### src/design/sha_pkg.sv
// sha-256 hash unit: shared types, constants and round functions
// no dependencies
package sha_pkg;

  localparam logic [1:0] OP_ABSORB  = 2'd0;
  localparam logic [1:0] OP_DIGEST  = 2'd1;
  localparam logic [1:0] OP_RESTART = 2'd2;
  localparam logic [1:0] OP_UNUSED  = 2'd3;

  typedef logic [31:0] word_t;

  typedef struct packed {
    logic [1:0] op;
    logic [7:0] data_byte;
  } cmd_t;

  typedef enum logic [2:0] {
    ST_IDLE,
    ST_ROUND,
    ST_FOLD,
    ST_PAD,
    ST_EMIT
  } state_t;

  localparam word_t H_INIT [8] = '{
    32'h6a09e667, 32'hbb67ae85, 32'h3c6ef372, 32'ha54ff53a,
    32'h510e527f, 32'h9b05688c, 32'h1f83d9ab, 32'h5be0cd19};

  localparam word_t ROUND_K [64] = '{
    32'h428a2f98, 32'h71374491, 32'hb5c0fbcf, 32'he9b5dba5,
    32'h3956c25b, 32'h59f111f1, 32'h923f82a4, 32'hab1c5ed5,
    32'hd807aa98, 32'h12835b01, 32'h243185be, 32'h550c7dc3,
    32'h72be5d74, 32'h80deb1fe, 32'h9bdc06a7, 32'hc19bf174,
    32'he49b69c1, 32'hefbe4786, 32'h0fc19dc6, 32'h240ca1cc,
    32'h2de92c6f, 32'h4a7484aa, 32'h5cb0a9dc, 32'h76f988da,
    32'h983e5152, 32'ha831c66d, 32'hb00327c8, 32'hbf597fc7,
    32'hc6e00bf3, 32'hd5a79147, 32'h06ca6351, 32'h14292967,
    32'h27b70a85, 32'h2e1b2138, 32'h4d2c6dfc, 32'h53380d13,
    32'h650a7354, 32'h766a0abb, 32'h81c2c92e, 32'h92722c85,
    32'ha2bfe8a1, 32'ha81a664b, 32'hc24b8b70, 32'hc76c51a3,
    32'hd192e819, 32'hd6990624, 32'hf40e3585, 32'h106aa070,
    32'h19a4c116, 32'h1e376c08, 32'h2748774c, 32'h34b0bcb5,
    32'h391c0cb3, 32'h4ed8aa4a, 32'h5b9cca4f, 32'h682e6ff3,
    32'h748f82ee, 32'h78a5636f, 32'h84c87814, 32'h8cc70208,
    32'h90befffa, 32'ha4506ceb, 32'hbef9a3f7, 32'hc67178f2};

  function automatic word_t rotr(word_t v, int n);
    rotr = (v >> n) | (v << (32 - n));
  endfunction

  function automatic word_t sig0(word_t v);
    sig0 = rotr(v, 7) ^ rotr(v, 18) ^ (v >> 3);
  endfunction

  function automatic word_t sig1(word_t v);
    sig1 = rotr(v, 17) ^ rotr(v, 19) ^ (v >> 10);
  endfunction

  function automatic word_t bsig0(word_t v);
    bsig0 = rotr(v, 2) ^ rotr(v, 13) ^ rotr(v, 22);
  endfunction

  function automatic word_t bsig1(word_t v);
    bsig1 = rotr(v, 6) ^ rotr(v, 11) ^ rotr(v, 25);
  endfunction

endpackage

### src/design/sha_fifo.sv
// sha-256 hash unit: short command queue between front and back
// depends on sha_pkg
module sha_fifo (
  input  logic          clk,
  input  logic          rst_n,
  input  logic          wr_valid,
  output logic          wr_ready,
  input  sha_pkg::cmd_t wr_data,
  output logic          rd_valid,
  input  logic          rd_ready,
  output sha_pkg::cmd_t rd_data
);
  import sha_pkg::*;

  cmd_t       mem_r [4];
  logic [1:0] wp_r, rp_r;
  logic [2:0] cnt_r;

  assign wr_ready = cnt_r != 3'd4;
  assign rd_valid = cnt_r != 3'd0;
  assign rd_data  = mem_r[rp_r];

  always_ff @(posedge clk) begin
    if (!rst_n) begin
      wp_r  <= '0;
      rp_r  <= '0;
      cnt_r <= '0;
    end else begin
      if (wr_valid && wr_ready) begin
        wp_r <= wp_r + 2'd1;
      end
      if (rd_valid && rd_ready) begin
        rp_r <= rp_r + 2'd1;
      end
      cnt_r <= cnt_r + {2'd0, wr_valid && wr_ready} - {2'd0, rd_valid && rd_ready};
    end
  end

  always_ff @(posedge clk) begin
    if (wr_valid && wr_ready) begin
      mem_r[wp_r] <= wr_data;
    end
  end
endmodule

### src/design/sha_front.sv
// sha-256 hash unit: input front, drops unused op codes
// depends on sha_pkg
module sha_front (
  input  logic          in_tvalid,
  output logic          in_tready,
  input  logic [1:0]    in_op,
  input  logic [7:0]    in_byte,
  output logic          q_valid,
  input  logic          q_ready,
  output sha_pkg::cmd_t q_data
);
  import sha_pkg::*;

  logic used;
  assign used      = (in_op == OP_ABSORB) || (in_op == OP_DIGEST) || (in_op == OP_RESTART);
  assign in_tready = q_ready;
  assign q_valid   = in_tvalid && used;
  assign q_data    = '{op: in_op, data_byte: in_byte};
endmodule

### src/design/sha_core.sv
// sha-256 hash unit: block buffer, round engine, padding and digest output
// depends on sha_pkg
module sha_core (
  input  logic          clk,
  input  logic          rst_n,
  input  logic          q_valid,
  output logic          q_ready,
  input  sha_pkg::cmd_t q_data,
  output logic          out_tvalid,
  input  logic          out_tready,
  output logic [31:0]   out_word,
  output logic [2:0]    out_index,
  output logic          out_last
);
  import sha_pkg::*;

  state_t      st_r, st_nxt;
  word_t       blkw_r [16];
  word_t       w_r [16];
  word_t       h_r [8];
  word_t       hv_r [8];
  word_t       v_r [8];
  logic [5:0]  fill_r;
  logic [60:0] cnt_r;
  logic [5:0]  rnd_r;
  logic        dig_r;
  logic        pad2_r;
  logic [2:0]  oidx_r;
  logic        ovalid_r;
  word_t       oword_r;

  word_t t1, t2, wnew;
  word_t pw [16];
  logic [63:0] bits;
  logic [4:0]  lane_sh;

  assign bits  = {cnt_r, 3'b000};
  assign lane_sh = {~fill_r[1:0], 3'b000};
  assign q_ready = (st_r == ST_IDLE) && !ovalid_r;
  assign out_tvalid = ovalid_r;
  assign out_word   = oword_r;
  assign out_index  = oidx_r;
  assign out_last   = oidx_r == 3'd7;

  assign t1 = v_r[7] + bsig1(v_r[4]) + ((v_r[4] & v_r[5]) ^ (~v_r[4] & v_r[6]))
            + ROUND_K[rnd_r] + w_r[0];
  assign t2 = bsig0(v_r[0]) + ((v_r[0] & v_r[1]) ^ (v_r[0] & v_r[2]) ^ (v_r[1] & v_r[2]));
  assign wnew = sig1(w_r[14]) + w_r[9] + sig0(w_r[1]) + w_r[0];

  // padded block words; second block when pad2 holds only zeros and length
  always_comb begin
    logic [7:0] b;
    for (int i = 0; i < 16; i++) begin
      for (int j = 0; j < 4; j++) begin
        if (pad2_r) begin
          b = 8'h00;
        end else if (6'(4 * i + j) < fill_r) begin
          b = blkw_r[i][31 - 8 * j -: 8];
        end else if (6'(4 * i + j) == fill_r) begin
          b = 8'h80;
        end else begin
          b = 8'h00;
        end
        pw[i][31 - 8 * j -: 8] = b;
      end
    end
    if (pad2_r || fill_r < 6'd56) begin
      pw[14] = bits[63:32];
      pw[15] = bits[31:0];
    end
  end

  always_comb begin
    st_nxt = st_r;
    case (st_r)
      ST_IDLE: begin
        if (q_valid && q_ready) begin
          if (q_data.op == OP_DIGEST) begin
            st_nxt = ST_PAD;
          end else if (q_data.op == OP_ABSORB && fill_r == 6'd63) begin
            st_nxt = ST_ROUND;
          end
        end
      end
      ST_PAD:   st_nxt = ST_ROUND;
      ST_ROUND: if (rnd_r == 6'd63) st_nxt = ST_FOLD;
      ST_FOLD: begin
        if (!dig_r) begin
          st_nxt = ST_IDLE;
        end else if (!pad2_r && fill_r >= 6'd56) begin
          st_nxt = ST_PAD;
        end else begin
          st_nxt = ST_EMIT;
        end
      end
      ST_EMIT: if (ovalid_r && out_tready && oidx_r == 3'd7) st_nxt = ST_IDLE;
      default: st_nxt = ST_IDLE;
    endcase
  end

  always_ff @(posedge clk) begin
    if (!rst_n) begin
      st_r     <= ST_IDLE;
      fill_r   <= '0;
      cnt_r    <= '0;
      dig_r    <= 1'b0;
      pad2_r   <= 1'b0;
      ovalid_r <= 1'b0;
      oidx_r   <= '0;
      for (int i = 0; i < 8; i++) h_r[i] <= H_INIT[i];
    end else begin
      st_r <= st_nxt;
      case (st_r)
        ST_IDLE: begin
          if (q_valid && q_ready) begin
            if (q_data.op == OP_ABSORB) begin
              blkw_r[fill_r[5:2]][lane_sh +: 8] <= q_data.data_byte;
              fill_r <= fill_r + 6'd1;
              cnt_r  <= cnt_r + 61'd1;
              dig_r  <= 1'b0;
              rnd_r  <= '0;
              for (int i = 0; i < 8; i++) v_r[i] <= h_r[i];
              for (int i = 0; i < 15; i++) w_r[i] <= blkw_r[i];
              w_r[15] <= {blkw_r[15][31:8], q_data.data_byte};
            end else if (q_data.op == OP_DIGEST) begin
              dig_r  <= 1'b1;
              pad2_r <= 1'b0;
              for (int i = 0; i < 8; i++) hv_r[i] <= h_r[i];
            end else begin
              fill_r <= '0;
              cnt_r  <= '0;
              for (int i = 0; i < 8; i++) h_r[i] <= H_INIT[i];
            end
          end
        end
        ST_PAD: begin
          rnd_r <= '0;
          for (int i = 0; i < 8; i++) v_r[i] <= hv_r[i];
          for (int i = 0; i < 16; i++) w_r[i] <= pw[i];
        end
        ST_ROUND: begin
          for (int i = 0; i < 15; i++) w_r[i] <= w_r[i + 1];
          w_r[15] <= wnew;
          v_r[0] <= t1 + t2;
          v_r[1] <= v_r[0];
          v_r[2] <= v_r[1];
          v_r[3] <= v_r[2];
          v_r[4] <= v_r[3] + t1;
          v_r[5] <= v_r[4];
          v_r[6] <= v_r[5];
          v_r[7] <= v_r[6];
          rnd_r  <= rnd_r + 6'd1;
        end
        ST_FOLD: begin
          if (dig_r) begin
            for (int i = 0; i < 8; i++) hv_r[i] <= hv_r[i] + v_r[i];
            pad2_r <= 1'b1;
            if (pad2_r || fill_r < 6'd56) begin
              ovalid_r <= 1'b1;
              oidx_r   <= '0;
              oword_r  <= hv_r[0] + v_r[0];
            end
          end else begin
            for (int i = 0; i < 8; i++) h_r[i] <= h_r[i] + v_r[i];
          end
        end
        ST_EMIT: begin
          if (ovalid_r && out_tready) begin
            if (oidx_r == 3'd7) begin
              ovalid_r <= 1'b0;
            end else begin
              oidx_r  <= oidx_r + 3'd1;
              oword_r <= hv_r[oidx_r + 3'd1];
            end
          end
        end
        default: ;
      endcase
    end
  end
endmodule

### src/design/sha256_hash_unit.sv
// sha-256 hash unit top level: front, command queue, compression core
// absorb: bytes are taken while the core is idle; a full block then runs 64 rounds and a fold
// digest: one or two padded blocks (pad, 64 rounds, fold each), then 8 output beats
// reset (rst_n low, synchronous) restores initial hash, clears counts
// depends on sha_pkg, sha_front, sha_fifo, sha_core
module sha256_hash_unit (
  input  logic        clk,
  input  logic        rst_n,
  input  logic        in_tvalid,
  output logic        in_tready,
  input  logic [7:0]  in_tdata,   // data_byte[7:0]
  input  logic [1:0]  in_tuser,   // op[1:0]
  output logic        out_tvalid,
  input  logic        out_tready,
  output logic [39:0] out_tdata,  // digest_word[31:0], word_index[34:32], zeros
  output logic        out_tlast   // last_word
);
  import sha_pkg::*;

  logic fv, fr, cv, cr;
  cmd_t fd, cd;
  logic [31:0] w;
  logic [2:0]  idx;

  sha_front u_front (
    .in_tvalid(in_tvalid), .in_tready(in_tready),
    .in_op(in_tuser), .in_byte(in_tdata),
    .q_valid(fv), .q_ready(fr), .q_data(fd));

  sha_fifo u_fifo (
    .clk(clk), .rst_n(rst_n),
    .wr_valid(fv), .wr_ready(fr), .wr_data(fd),
    .rd_valid(cv), .rd_ready(cr), .rd_data(cd));

  sha_core u_core (
    .clk(clk), .rst_n(rst_n),
    .q_valid(cv), .q_ready(cr), .q_data(cd),
    .out_tvalid(out_tvalid), .out_tready(out_tready),
    .out_word(w), .out_index(idx), .out_last(out_tlast));

  assign out_tdata = {5'd0, idx, w};
endmodule
### config.mk
export PLATFORM = sky130hd
export DESIGN_NAME = sha256_hash_unit
export DESIGN_NICKNAME = d
export VERILOG_FILES = /design/src/design/sha_pkg.sv /design/src/design/sha_fifo.sv /design/src/design/sha_front.sv /design/src/design/sha_core.sv /design/src/design/sha256_hash_unit.sv
export SDC_FILE = /design/constraint.sdc
export NUM_CORES = 2
export LEC_CHECK = 0
export BUFFER_PORTS_ARGS = -buffer_cell sky130_fd_sc_hd__buf_2
export CAP_MARGIN = 40
export CORE_MARGIN = 1
export CORE_UTILIZATION = 35
export DETAILED_ROUTE_END_ITERATION = 8
export PLACE_DENSITY_LB_ADDON = 0.15
export SYNTH_ARGS = -nofsm -noshare
export SYNTH_HDL_FRONTEND = slang
export SYNTH_SLANG_ARGS = --single-unit
### constraint.sdc
create_clock -name clk -period 21.2 [get_ports clk]
set_input_delay 2.12 -clock clk [delete_from_list [all_inputs] [get_ports clk]]
set_output_delay 2.12 -clock clk [all_outputs]
set_load 0.1 [all_outputs]
==> results.yml <==
status:
  status: "finished clean"
grt:
  grt_max_degree: 142
  grt_busiest_layer: "met2"
  grt.total_usage_pct: 27.0
  grtUsageMet3_pct: 4.69
  use_met2_pct: 40.1
  overflow: 0
  groute.layer.met1.usage_pct: 40.0
  grt_pass1_wl_um: 661000
  grt_pass1_vias: 85800
  antenna_found_initial: 29
floorplan:
  dieArea_um2: 337000
  rows: 211
  die_w_um: 580
  die_h_um: 580
  start_util_pct: 35.3
  coreArea_um2: 332000
  ios: 57
setup_path:
  crit_end: "u_core.v_r[0][26]$_DFFE_PP_"
  critPathTopFamily: "compound AO/OA/AOI/OAI gates"
  crit_path_end_kind: "register"
  critPathBufInv: 5
  r2r-start: "u_core.rnd_r[0]$_SDFFCE_PN0P_"
  critPathMaxStageDelay_ns: 0.60
  critPathRequiredTime_ns: 21.81
  cp-startpoint: "u_core.rnd_r[0]$_SDFFCE_PN0P_"
  slowest_stage: "o311ai_0"
  crit_cells: 35
  start_kind: "register"
  critPathMaxFanout: 22
  worst_r2r_endpoint: "u_core.v_r[0][26]$_DFFE_PP_"
  rrSetupSlack_ns: 10.49
  worst-endpoint-arrival_ns: 11.32
  crit_type: "reg2reg"
  worstRegToRegCells: 35
  critical_path.most_common_cell: "o21ai_0"
yosys:
  synth_compound_area_share_pct: 16.8
  synthMuxAreaShare_pct: 3.57
  syn-instance-count: 10700
  ys_types: 109
  synth_fa_ha_area_share_pct: 10.7
  synth_top_area_share_pct: 47.0
  synth_xor_area_share_pct: 6.28
  yosysSeqAreaShare_pct: 49.0
  synth-simple-area-share_pct: 10.8
  synth_edf_count: 1830
  synth_ff_type: "edfxtp_1"
  synth_area_leaders: "edfxtp_1, ha_1, xnor2_1"
  async_flop_share_pct: 0
  ys_ff_latch: 1947
  syn-cell-area_um2: 117000
  synth_top_family_by_area: "compound AO/OA/AOI/OAI gates"
  avgSynthCellArea_um2: 10.9
  yosys_warnings: 0
  yosysTopAreaCell: "edfxtp_1"
detailed_routing:
  drc: 0
  routed_wl_um: 468000
  vias: 90600
  ant_nets: 0
  wire_per_inst_um: 30.4
  drt_iter0_markers: 10500
  firstDrtPassIters: 7
  viasPerCell: 5.89
cells_and_area:
  postLayoutCellArea_um2: 132000
  area_growth_pct: 12.4
  layout_common_cells: "edfxtp_1, nand2_1, nor2_1, o21ai_0"
  finalNonFillerCells: 15400
  final_common_cell: "edfxtp_1"
  fillers: 32000
  drive_above_1_share_pct: 8.07
  register_area_um2: 57300
  multiInputGateArea_um2: 56500
  final_util_pct: 39.7
  fin_nets: 11700
placement:
  place.port_buffers: 51
  dp_hpwl_um: 353000
  placed_area_um2: 124000
  dp.cells: 14900
  gp_congestion: 0.969
cts:
  postCtsHoldBufs: 0
  post_cts_buffers: 0
  clk_latency_ns: 0.97
  cts_made_buffers: 232
  clk_pin_slew_ns: 0.06
  ctsResizeCount: 0
  clock-sinks: 1947
  root_buffer: "clkbuf_16"
  cts_tree: "yes"
  cts_htree_levels: 4
  cts_buffer_depth: 4
sta:
  fin_crit_ns: 10.71
  setup_viol: 0
  final-max-slew-violation-count: 0
  clock.fmax_mhz: 93.3
  rsz0062_at_grt: "no"
  fin_skew_ns: 0.0994
  worst_pin_slew_ns: 1.08
  hold_viol: 0
  slew_headroom_pct: 28.0
  setup_tns_ns: 0
  finalCritPeriodShare_pct: 50.5
run:
  drv_cap: 0
hold_path:
  min_path_type: "reg2reg"
[worst min path at each step]
stage,depth (start not counted),slack [ns],to,from
6_report,1,0.45,u_core.w_r[0][187]$_DFFE_PP_,u_core.blkw_r[5][27]$_DFFE_PP_
5_1_grt,1,0.49,u_core.w_r[1][126]$_DFFE_PP_,u_core.blkw_r[11][30]$_DFFE_PP_
3_5_place_dp,2,0.48,u_core.fill_r[3]$_SDFFE_PN0P_,u_core.fill_r[3]$_SDFFE_PN0P_
4_1_cts,1,0.46,u_core.w_r[0][187]$_DFFE_PP_,u_core.blkw_r[5][27]$_DFFE_PP_
2_1_floorplan,2,0.46,u_core.h_r[0][24]$_SDFFE_PP0P_,u_core.h_r[0][24]$_SDFFE_PP0P_
3_3_place_gp,2,0.47,u_core.fill_r[3]$_SDFFE_PN0P_,u_core.fill_r[3]$_SDFFE_PN0P_
[cells by family after synthesis]
kind of cell	count (synthesis)
AO/OA/AOI/OAI	3018
adder cells (fa/ha/maj)	881
AND/OR/NAND/NOR	2829
other	1
multiplexers	308
XOR/XNOR	837
buffers and inverters	891
flip-flops	1947
[synthesized netlist by cell type, drive strengths merged, types with 142 or more instances]
library cell	instances
o21ai	874
a21o	286
edfxtp	1830
inv	415
xnor2	527
a22o	372
nor3	142
nand3	170
fa	204
xor2	309
clkbuf	403
a21oi	653
nand2	1091
ha	655
nor2	854
mux2i	182
[area by class of cell]
type | count | share of cell area [%]
sequential | 1947 | 43.6
multi-input combinational | 7878 | 43.0
clock buffer | 318 | 4.91
tap | 4366 | 4.15
timing repair buffer | 344 | 2.37
inverter | 417 | 1.19
clock inverter | 110 | 0.802
antenna | 6 | 0.0114
[routing by layer]
| metal | routed length [µm] | part of all wire [%] |
|---|---|---|
| met1 | 216000 | 46 |
| met2 | 199000 | 42 |
| met3 | 38300 | 8.2 |
| met4 | 14500 | 3.1 |
| met5 | 58 | 0.012 |
[sequential cells by signal, indices dropped and copies added (netlist names), named ones only]
| signal | cells |
|---|---|
| u_core.cnt_r | 61 |
| u_fifo.wp_r | 2 |
| u_core.h_r | 256 |
| u_core.w_r | 512 |
| u_fifo.mem_r | 40 |
| u_core.rnd_r | 6 |
| u_core.v_r | 256 |
| u_core.out_index | 3 |
| u_fifo.rp_r | 2 |
| u_core.out_word | 32 |
| u_fifo.cnt_r | 3 |
| u_core.fill_r | 6 |
| u_core.st_r | 3 |
| u_core.hv_r | 256 |
| u_core.pad2_r | 1 |
| u_core.blkw_r | 504 |
| u_core.dig_r | 1 |
| u_core.out_tvalid | 1 |
[through the flow]
stage               worst slack [ns]  hold slack, ns
floorplan                       7.55           0.458
global placement               10.68           0.466
detailed placement             10.68           0.482
CTS                            10.64           0.464
global route                    9.88           0.494
finish                         10.49           0.453
[worst register-to-register path, delay by kind of cell, from the launching register on]
kind	cells	cell delay, ns
DFF	1	0.32
and+or+nand+nor	4	0.67
adders and majority gates	8	3.49
AOI/OAI and AO/OA	15	4.30
muxes	1	0.17
xor gates and xnor gates	2	0.43
buffers and inverters	5	1.01
Power is not shown: default switching activity piles up to over one toggle a cycle in this logic, so the estimate is an artifact.
